--- config.mk ---
export PLATFORM = sky130hd
export DESIGN_NAME = smvci_ctrl
export DESIGN_NICKNAME = d
export VERILOG_FILES = /design/src/design/smvci_pkg.sv /design/src/design/smvci_ctrl.sv
export SDC_FILE = /design/constraint.sdc
export NUM_CORES = 1
export LEC_CHECK = 0
export ABC_AREA = 1
export BUFFER_PORTS_ARGS = -buffer_cell sky130_fd_sc_hd__buf_2
export CORE_MARGIN = 4
export CORE_UTILIZATION = 30
export CTS_CLUSTER_DIAMETER = 60
export DETAILED_ROUTE_END_ITERATION = 12
export PLACE_DENSITY = 0.45
export SYNTH_ARGS = -nofsm -noshare
export SYNTH_HDL_FRONTEND = slang
export SYNTH_SLANG_ARGS = --single-unit
--- constraint.sdc ---
create_clock -name i_clk -period 1.9 [get_ports i_clk]
set_input_delay 0.38 -clock i_clk [delete_from_list [all_inputs] [get_ports i_clk]]
set_output_delay 0.38 -clock i_clk [all_outputs]
set_load 0.03 [all_outputs]
--- src/design/smvci_pkg.sv ---
// Shared types, widths and constants for the sample statistics block.
`default_nettype none
package smvci_pkg;

    localparam int SAMPLE_W   = 24;
    localparam int VAR_W      = 47;
    localparam int SE_W       = 24;
    localparam int CI_W       = 26;
    localparam int CNT_OUT_W  = 15;
    localparam int STAT_W     = 2;
    localparam int SUM_W      = 40;
    localparam int SQ_W       = 63;
    localparam int WIDE_W     = 80;
    localparam int DIVR_W     = 32;
    localparam int MUL_B_W    = 40;
    localparam int MUL_STEPS  = 40;
    localparam int DIV_STEPS  = 80;
    localparam int SQRT_STEPS = 24;
    localparam int STEP_CNT_W = 7;
    localparam int OUT_DATA_W = 168;

    localparam int DEF_MAX_SAMPLES = 16384;
    localparam int DEF_SAMPLE_BITS = 24;

    // 1.96 as 196/100; the division by 100 is a multiplication by the rounded-up
    // reciprocal 2^37/100 followed by a 37-bit shift, exact for any 32-bit dividend.
    localparam int          CI_SCALE_NUM = 196;
    localparam logic [31:0] CI_DEN_RECIP = 32'h51EB_851F;
    localparam int          CI_DEN_SHIFT = 37;

    localparam logic [STAT_W-1:0] ST_OK      = 2'd0;
    localparam logic [STAT_W-1:0] ST_EMPTY   = 2'd1;
    localparam logic [STAT_W-1:0] ST_SINGLE  = 2'd2;
    localparam logic [STAT_W-1:0] ST_DROPPED = 2'd3;

    typedef enum logic [3:0] {
        OP_NONE,
        OP_SNAP,
        OP_MUL_A_LD,
        OP_MUL_STEP,
        OP_MUL_B_LD,
        OP_NUM,
        OP_DIV_STEP,
        OP_VAR_LD,
        OP_SQRT_LD,
        OP_SQRT_STEP,
        OP_MARGIN_LD,
        OP_MEAN_LD,
        OP_FINISH
    } t_op;

    typedef struct packed {
        t_op  op;
        logic accept;
    } t_cmd;

    typedef struct packed {
        logic special;
        logic out_free;
    } t_status;

endpackage
`default_nettype wire

--- src/design/smvci_ctrl.sv ---
// Sequencing state machine for accumulation and the end-of-set arithmetic.
`default_nettype none
module smvci_ctrl (
    input  wire                  i_clk,
    input  wire                  i_rst_n,
    input  wire                  i_in_valid,
    input  wire                  i_in_last,
    output logic                 o_in_ready,
    input  smvci_pkg::t_status   i_status,
    output smvci_pkg::t_cmd      o_cmd
);
    import smvci_pkg::*;

    typedef enum logic [4:0] {
        S_ACC, S_SNAP, S_LDMA, S_RMA, S_LDMB, S_RMB, S_NUM, S_RDV,
        S_LDDQ, S_RDQ, S_LDSQ, S_RSQ, S_LDMG, S_LDMN, S_RMN, S_FIN
    } t_state;

    t_state                r_state, n_state;
    logic [STEP_CNT_W-1:0] r_cnt, n_cnt;
    logic                  cnt_done;

    assign cnt_done   = (r_cnt == '0);
    assign o_in_ready = (r_state == S_ACC);

    always_comb begin
        o_cmd.accept = o_in_ready & i_in_valid;
        case (r_state)
            S_SNAP:  o_cmd.op = OP_SNAP;
            S_LDMA:  o_cmd.op = OP_MUL_A_LD;
            S_RMA:   o_cmd.op = OP_MUL_STEP;
            S_LDMB:  o_cmd.op = OP_MUL_B_LD;
            S_RMB:   o_cmd.op = OP_MUL_STEP;
            S_NUM:   o_cmd.op = OP_NUM;
            S_RDV:   o_cmd.op = OP_DIV_STEP;
            S_LDDQ:  o_cmd.op = OP_VAR_LD;
            S_RDQ:   o_cmd.op = OP_DIV_STEP;
            S_LDSQ:  o_cmd.op = OP_SQRT_LD;
            S_RSQ:   o_cmd.op = OP_SQRT_STEP;
            S_LDMG:  o_cmd.op = OP_MARGIN_LD;
            S_LDMN:  o_cmd.op = OP_MEAN_LD;
            S_RMN:   o_cmd.op = OP_DIV_STEP;
            S_FIN:   o_cmd.op = i_status.out_free ? OP_FINISH : OP_NONE;
            default: o_cmd.op = OP_NONE;
        endcase
    end

    always_comb begin
        n_state = r_state;
        n_cnt   = r_cnt;
        case (r_state)
            S_ACC:  if (o_cmd.accept && i_in_last) n_state = S_SNAP;
            S_SNAP: n_state = i_status.special ? S_FIN : S_LDMA;
            S_LDMA: begin
                n_state = S_RMA;
                n_cnt   = STEP_CNT_W'(MUL_STEPS - 1);
            end
            S_RMA: begin
                n_cnt = r_cnt - 1'b1;
                if (cnt_done) n_state = S_LDMB;
            end
            S_LDMB: begin
                n_state = S_RMB;
                n_cnt   = STEP_CNT_W'(MUL_STEPS - 1);
            end
            S_RMB: begin
                n_cnt = r_cnt - 1'b1;
                if (cnt_done) n_state = S_NUM;
            end
            S_NUM: begin
                n_state = S_RDV;
                n_cnt   = STEP_CNT_W'(DIV_STEPS - 1);
            end
            S_RDV: begin
                n_cnt = r_cnt - 1'b1;
                if (cnt_done) n_state = S_LDDQ;
            end
            S_LDDQ: begin
                n_state = S_RDQ;
                n_cnt   = STEP_CNT_W'(DIV_STEPS - 1);
            end
            S_RDQ: begin
                n_cnt = r_cnt - 1'b1;
                if (cnt_done) n_state = S_LDSQ;
            end
            S_LDSQ: begin
                n_state = S_RSQ;
                n_cnt   = STEP_CNT_W'(SQRT_STEPS - 1);
            end
            S_RSQ: begin
                n_cnt = r_cnt - 1'b1;
                if (cnt_done) n_state = S_LDMG;
            end
            S_LDMG: n_state = S_LDMN;
            S_LDMN: begin
                n_state = S_RMN;
                n_cnt   = STEP_CNT_W'(DIV_STEPS - 1);
            end
            S_RMN: begin
                n_cnt = r_cnt - 1'b1;
                if (cnt_done) n_state = S_FIN;
            end
            S_FIN:  if (i_status.out_free) n_state = S_ACC;
            default: n_state = S_ACC;
        endcase
    end

    always_ff @(posedge i_clk) begin
        if (!i_rst_n) begin
            r_state <= S_ACC;
            r_cnt   <= '0;
        end else begin
            r_state <= n_state;
            r_cnt   <= n_cnt;
        end
    end

    // A result is only loaded once the output register can take it.
    a_finish_free: assert property (@(posedge i_clk) disable iff (!i_rst_n)
        (o_cmd.op == OP_FINISH) |-> i_status.out_free)
        else $error("result loaded while output register busy");

    // The beat that closes a set stops intake until the result is formed.
    a_last_stops: assert property (@(posedge i_clk) disable iff (!i_rst_n)
        (o_cmd.accept && i_in_last) |=> !o_in_ready)
        else $error("samples taken after the closing beat");

    // The root iteration count stays within its step budget.
    a_sqrt_bound: assert property (@(posedge i_clk) disable iff (!i_rst_n)
        (r_state == S_RSQ) |-> (r_cnt < STEP_CNT_W'(SQRT_STEPS)))
        else $error("root step counter out of range");

endmodule
`default_nettype wire

==> results.sh, run 1 <==
export IMPL_clock_skew_final_ns=0.002419
export IMPL_clock_sinks=11
export IMPL_drv_cap=0
export IMPL_synthDominantCellAreaShare=0.2349
export IMPL_syn_avg_cell_area_um2=5.570
export IMPL_gr_usage_all_layers=0.1348
export IMPL_drc=0
export IMPL_io_pins=12
export IMPL_cts_made_buffers=3
export IMPL_synth_area_um2=974.7
export IMPL_insertedDiodeCount=0
export IMPL_timing_setup_critical_path_class="reg2out"
export IMPL_powerDensity_mw_per_mm2=1718
export IMPL_max_clock_path_buffers=2
export IMPL_post_synth_top_area_cell="sky130_fd_sc_hd__nand2_1"
export IMPL_placement_rows=20
export IMPL_die_area_mm2=0.004225
export IMPL_timing_critical_path_required_ns=1.52
export IMPL_syn_to_final_growth_pct=28.11
export IMPL_cts_clk_slew_worst_paths_ns=0.08
export IMPL_final_antenna_net_count=0
export IMPL_port_buffer_count=11
export IMPL_routed_via_density=4.479
export IMPL_finalWorstSetupSlack_ns=0.09679
export IMPL_preCtsSetupSlack_ns=0.1387
export IMPL_placed_cell_area_mm2=0.001080
export IMPL_start_kind="flip-flop"
export IMPL_final_net_count=201
export IMPL_syn_instance_count=175
export IMPL_ys_async_sr_fraction=0
export IMPL_result_of_the_run="finished clean"
export IMPL_route_final_wire_length_mm=2.598
export IMPL_count_of_synthesis_stage_warnings_from_yosys=0
export IMPL_timing_final_crit_share=0.9491
export IMPL_setup_viol_count_final=0
export IMPL_synth_most_common_cell="sky130_fd_sc_hd__nand2_1"
export IMPL_cts_htree_levels=1
export IMPL_min_clock_period_post_route_ns=1.803
export IMPL_crit_path_arrival_time_ns=1.42
export IMPL_vdd_ir_drop_max_mv=0.6065
export IMPL_yosys_cell_types_count=21
export IMPL_grt_setup_unrepaired="true"
export IMPL_cp_slowest_stage_delay_ns=0.42
export IMPL_die_height_um=65
export IMPL_synth_top_cells_by_area="sky130_fd_sc_hd__nand2_1, sky130_fd_sc_hd__dfxtp_1, sky130_fd_sc_hd__nor2_1"
export IMPL_initial_cell_density_of_the_core=0.3167
export IMPL_grt_pass1_vias=986
export IMPL_worstPathMaxFanout=6
export IMPL_fin_max_slew_vios=0
export IMPL_vias=1057
export IMPL_crit_buf_inv=2
export IMPL_commonest_register_cell_after_synthesis="sky130_fd_sc_hd__dfxtp_1"
export IMPL_tritoncts_clock_tree="yes"
export IMPL_antenna_found_initial=0
export IMPL_clock_root_buffer="sky130_fd_sc_hd__clkbuf_4"
export IMPL_seq_area_frac_synth=0.2259
export IMPL_grt_max_degree=10
export IMPL_relSlewSlack=0.8425
export IMPL_placeableCoreArea_mm2=0.003078
export IMPL_critical_path_slowest_cell="sky130_fd_sc_hd__dfxtp_4"
export IMPL_total_leakage_power_nw=0.7193
export IMPL_detail_route_first_pass_iterations=4
export IMPL_crit_chain="inv_4 -> nor2_4 -> nand2_4 -> nand2_1 -> nor2_2 -> nand3_1 -> clkbuf_4"
export IMPL_grt_first_pass_wirelength_mm=4.374
export IMPL_detailed_place_hpwl_mm=2.121
export IMPL_first_iter_violations=22
export IMPL_route_detailed_wl_per_inst_um=11.01
export IMPL_cp_top_family="simple AND/OR/NAND/NOR gates"
export IMPL_finalHoldViolCount=0
export IMPL_layout_cells_sized_above_1=0.3177
export IMPL_synth_cells_most_frequent="sky130_fd_sc_hd__nand2_1, sky130_fd_sc_hd__nor2_1, sky130_fd_sc_hd__inv_1, sky130_fd_sc_hd__dfxtp_1, sky130_fd_sc_hd__inv_2"
export IMPL_global_route_overflow_total=0
export IMPL_final_cell_area_mm2=0.001249
export IMPL_measured_slew_at_the_worst_slew_check_pin_ns=0.2356
export IMPL_timing_critical_path_to_type="output port"
export IMPL_max_freq_mhz=554.6
export IMPL_synth_seq_cells=11
export IMPL_gp_congestion=0.8198
export IMPL_synth_edf_count=0
export IMPL_cts_hold_buffers_added=0
export IMPL_mappedNetlistNets=183
export IMPL_worst_skew_pair_late_latency_ns=0.27
export IMPL_timing_hold_worst_class="in2reg"
export IMPL_die_width_um=65
## area by class of cell
type                    instances  area, um^2
fillers                       356        1829
flip-flops and latches         11       235.2
clock buffers                   3       22.52
well taps                      44       55.05
multi-input cells             136       730.7
inverters                      27       111.4
repair buffers                 14       88.84
clock inverters                 1       5.005
## placed cells by master (no fill, tap or decap), types with 2 or more instances in the layout
| cell | count |
|---|---|
| sky130_fd_sc_hd__inv_2 | 8 |
| sky130_fd_sc_hd__inv_1 | 16 |
| sky130_fd_sc_hd__nor2_2 | 6 |
| sky130_fd_sc_hd__nor2_1 | 26 |
| sky130_fd_sc_hd__xor2_1 | 2 |
| sky130_fd_sc_hd__buf_2 | 8 |
| sky130_fd_sc_hd__ha_1 | 2 |
| sky130_fd_sc_hd__inv_4 | 2 |
| sky130_fd_sc_hd__nand2_4 | 3 |
| sky130_fd_sc_hd__a21oi_1 | 5 |
| sky130_fd_sc_hd__nand2_1 | 54 |
| sky130_fd_sc_hd__o21ai_1 | 4 |
| sky130_fd_sc_hd__nor2_4 | 7 |
| sky130_fd_sc_hd__buf_4 | 3 |
| sky130_fd_sc_hd__nand3_1 | 7 |
| sky130_fd_sc_hd__dfxtp_1 | 7 |
| sky130_fd_sc_hd__nand2_2 | 8 |
| sky130_fd_sc_hd__dfxtp_4 | 4 |
| sky130_fd_sc_hd__nand4_1 | 6 |
| sky130_fd_sc_hd__clkbuf_4 | 5 |
## report_power, final
group | leakage, nW | internal [W] | switching (W)
Clock | 0.0177 | 0.0000778 | 0.0000855
Sequential | 0.0936 | 0.000337 | 0.000140
Combinational | 0.608 | 0.000542 | 0.000962
## state kept, by name (all words and copies together), names as in the netlist
signal,flops
r_state,4
r_cnt,7
## metal layers
metal / vias to the layer above / track usage / part of all wire
met2: 13 / 0.2439 / 0.50
li1: 576 / - / -
met5: - / 0 / 0
met4: 0 / 0.02375 / 0.010
met1: 464 / 0.1590 / 0.46
met3: 4 / 0.03640 / 0.025
## cell families (layout without fill, tap and decap cells)
| logic type | count (synthesis) | in the layout | share of synthesized area |
|---|---|---|---|
| AO/OA/AOI/OAI | 11 | 11 | 0.06290 |
| adder cells (fa/ha/maj) | 2 | 2 | 0.02567 |
| AND/OR/NAND/NOR | 120 | 120 | 0.5494 |
| flip-flops | 11 | 11 | 0.2259 |
| XOR/XNOR | 3 | 3 | 0.02696 |
| buffers and inverters | 28 | 45 | 0.1091 |
## worst paths after layout
| check | to | slack (ns) | startpoint | depth (start not counted) |
|---|---|---|---|---|
| worst max register to register | r_state[0] | 0.33 | r_cnt[0] | 11 |
| worst min register to register | r_cnt[0] | 0.49 | r_cnt[0] | 2 |
| worst max-delay path | o_cmd[3] | 0.1 | r_state[2] | 7 |
| worst min-delay path | r_state[0] | 0.42 | i_rst_n | 3 |
## what timing repair did
action | CTS | global route
endpoints found under the hold margin | 0 | 0
pin swaps | 1 | 5
gates resized for setup | 8 | 33
setup buffers | 1 | 2
setup endpoints to repair | 4 | 3
## worst reg2reg max path: stages, from the launching register on
cell and delay (ns):
sky130_fd_sc_hd__dfxtp_1 0.32, sky130_fd_sc_hd__inv_1 0.12, sky130_fd_sc_hd__ha_1 0.16, sky130_fd_sc_hd__inv_1 0.04, sky130_fd_sc_hd__nor2_1 0.07, sky130_fd_sc_hd__nand3_1 0.17, sky130_fd_sc_hd__nand2_1 0.12, sky130_fd_sc_hd__nand2_1 0.06
sky130_fd_sc_hd__nor2_1 0.14, sky130_fd_sc_hd__nand2_2 0.11, sky130_fd_sc_hd__nor2_1 0.11, sky130_fd_sc_hd__nor2_1 0.05
## through the flow
step,util,TNS [ns],instances,total power [W],hold WS [ns]
3_3_place_gp,0.3508,0,229,0.001794,0.4758
4_1_cts,0.3671,0,234,0.001989,0.4114
2_1_floorplan,-,0,175,0.001489,0.4528
3_5_place_dp,0.3508,0,229,0.001786,0.4714
6_report,0.4057,0,236,0.002145,0.4242
5_1_grt,0.4057,-0.01753,236,0.002380,0.4192
Power figures use the tool's default switching activity.
==> run 2: changes to the inputs <==
--- a/config.mk
+++ b/config.mk
@@ -12,6 +12,7 @@
 export CTS_CLUSTER_DIAMETER = 60
 export DETAILED_ROUTE_END_ITERATION = 12
 export PLACE_DENSITY = 0.45
+export REMOVE_ABC_BUFFERS = 1
 export SYNTH_ARGS = -nofsm -noshare
 export SYNTH_HDL_FRONTEND = slang
 export SYNTH_SLANG_ARGS = --single-unit
==> results.sh, run 2 (synthesis results as in run 1) <==
export IMPL_result_of_the_run="finished clean"
export IMPL_power_w=0.002104
export IMPL_worstPathMaxFanout=6
export IMPL_clock_sinks=11
export IMPL_grt_first_pass_wirelength_mm=4.554
export IMPL_initial_cell_density_of_the_core=0.3167
export IMPL_global_route_usage_met2=0.2299
export IMPL_vdd_ir_drop_max_mv=0.7092
export IMPL_timing_critical_path_to_type="output port"
export IMPL_start_kind="flip-flop"
export IMPL_routed_via_density=4.410
export IMPL_hold_path_startpoint="i_rst_n"
export IMPL_reg_largest_list="r_cnt: 7 flops, r_state: 4 flops"
export IMPL_worst_skew_pair_late_latency_ns=0.27
export IMPL_place_inst=229
export IMPL_final_antenna_net_count=0
export IMPL_detail_route_first_pass_iterations=4
export IMPL_global_route_overflow_total=0
export IMPL_timing_final_crit_share=0.9427
export IMPL_port_buffer_count=11
export IMPL_worst_r2r_startpoint="r_cnt[0]"
export IMPL_route_detailed_wl_per_inst_um=10.65
export IMPL_die_area_mm2=0.004225
export IMPL_max_clock_path_buffers=2
export IMPL_largest_register_ff_count=7
export IMPL_setup_viol_count_final=0
export IMPL_grt_max_degree=10
export IMPL_hold_depth=3
export IMPL_final_cell_mix="sky130_fd_sc_hd__nand2_1, sky130_fd_sc_hd__nor2_1, sky130_fd_sc_hd__inv_1"
export IMPL_finalHoldViolCount=0
export IMPL_timing_setup_critical_path_class="reg2out"
export IMPL_io_pins=12
export IMPL_layout_cells_sized_above_1=0.3000
export IMPL_globalRouteMet1Util=0.1689
export IMPL_measured_slew_at_the_worst_slew_check_pin_ns=0.2590
export IMPL_timing_critical_path_required_ns=1.52
export IMPL_final_net_count=199
export IMPL_placement_rows=20
export IMPL_gr_usage_all_layers=0.1353
export IMPL_drc=0
export IMPL_worst_setup_path_startpoint="r_state[0]"
export IMPL_final_instance_count_excl_fillers=234
export IMPL_tritoncts_clock_tree="yes"
export IMPL_powerDensity_mw_per_mm2=1719
export IMPL_clock_root_buffer="sky130_fd_sc_hd__clkbuf_4"
export IMPL_crit_path_arrival_time_ns=1.41
export IMPL_globalRouteMet3Util=0.04159
export IMPL_cts_htree_levels=1
export IMPL_timing_hold_worst_class="in2reg"
export IMPL_grt_pass1_vias=1017
export IMPL_first_iter_violations=45
export IMPL_cts_clk_slew_worst_paths_ns=0.07
export IMPL_commonest_non_fill_non_tap_cell_in_the_layout="sky130_fd_sc_hd__nand2_1"
export IMPL_relSlewSlack=0.8269
export IMPL_cts_made_buffers=3
export IMPL_grt_most_used_layer="met2"
export IMPL_die_width_um=65
export IMPL_syn_to_final_growth_pct=25.55
export IMPL_post_route_hold_slack_ns=0.4151
export IMPL_drv_cap=0
export IMPL_fin_max_slew_vios=0
export IMPL_die_height_um=65
export IMPL_max_freq_mhz=558.3
export IMPL_detailed_place_hpwl_mm=1.992
export IMPL_total_leakage_power_nw=0.7121
export IMPL_placeableCoreArea_mm2=0.003078
export IMPL_antenna_found_initial=0
export IMPL_worst_r2r_cell_count=12
export IMPL_cts_hold_buffers_added=0
export IMPL_insertedDiodeCount=0
export IMPL_min_clock_period_post_route_ns=1.791
export IMPL_gp_congestion=0.8290
export IMPL_most_flop_heavy_register="r_cnt"
export IMPL_vias=1032
export IMPL_route_final_wire_length_mm=2.492
export IMPL_clock_skew_final_ns=0.001581
## run 2: cell types whose count changed in the layout (fill, tap and decap cells not counted), sizes merged
| cell | change |
|---|---|
| buf | -1 |
| clkbuf | -1 |
## run 2: worst max-delay path: stages (launching register included)
cell and delay [ns]:
sky130_fd_sc_hd__dfxtp_4 0.39, sky130_fd_sc_hd__nand2_4 0.10, sky130_fd_sc_hd__inv_2 0.06, sky130_fd_sc_hd__nand2_4 0.10, sky130_fd_sc_hd__nand3_4 0.09, sky130_fd_sc_hd__nor3_2 0.12, sky130_fd_sc_hd__nand4_1 0.09, sky130_fd_sc_hd__buf_4 0.18
## run 2: final cells by class
cell class,count,area [um^2]
timing repair buffer,12,72.57
clock buffer,3,22.52
sequential,11,235.2
fill,350,1854
inverter,27,103.9
tap,44,55.05
multi-input combinational,136,729.5
clock inverter,1,5.005
## run 2: report_power, final
group	switching, W	internal [W]	leakage (nW)
clock network	0.0000867	0.0000780	0.0177
registers	0.000126	0.000337	0.0936
logic	0.000954	0.000522	0.601
total	0.00117	0.000937	0.712
## run 2: final timing paths
path                      to  slack, ns
setup / recovery    o_cmd[2]       0.11
hold / removal    r_state[1]       0.42
setup reg to reg  r_state[0]       0.33
hold reg to reg     r_cnt[0]       0.51
## run 2: repair_timing
action                                 CTS  global route
pin swaps                                0             1
resized for setup                        8            30
setup buffers                            0             1
endpoints found under the hold margin    0             0
setup endpoints to repair                4             4
## run 2: metrics by stage
step	util	instance area, um^2	setup WS (ns)	setup TNS [ns]
floorplan	-	969.7	0.3343	0
global placement	0.3508	1080	0.1534	0
detailed placement	0.3508	1080	0.1850	0
CTS	0.3659	1126	0.001177	0
global route	0.3976	1224	-0.01023	-0.01023
finish	0.3976	1224	0.1089	0
## run 2: per-layer routing
metal	routed length, um	share of wire	vias to the layer above
met2	1171	0.47	14
li1	-	-	567
met1	1232	0.49	449
met4	8	0.0032	0
met5	0	0	-
met3	79	0.032	2
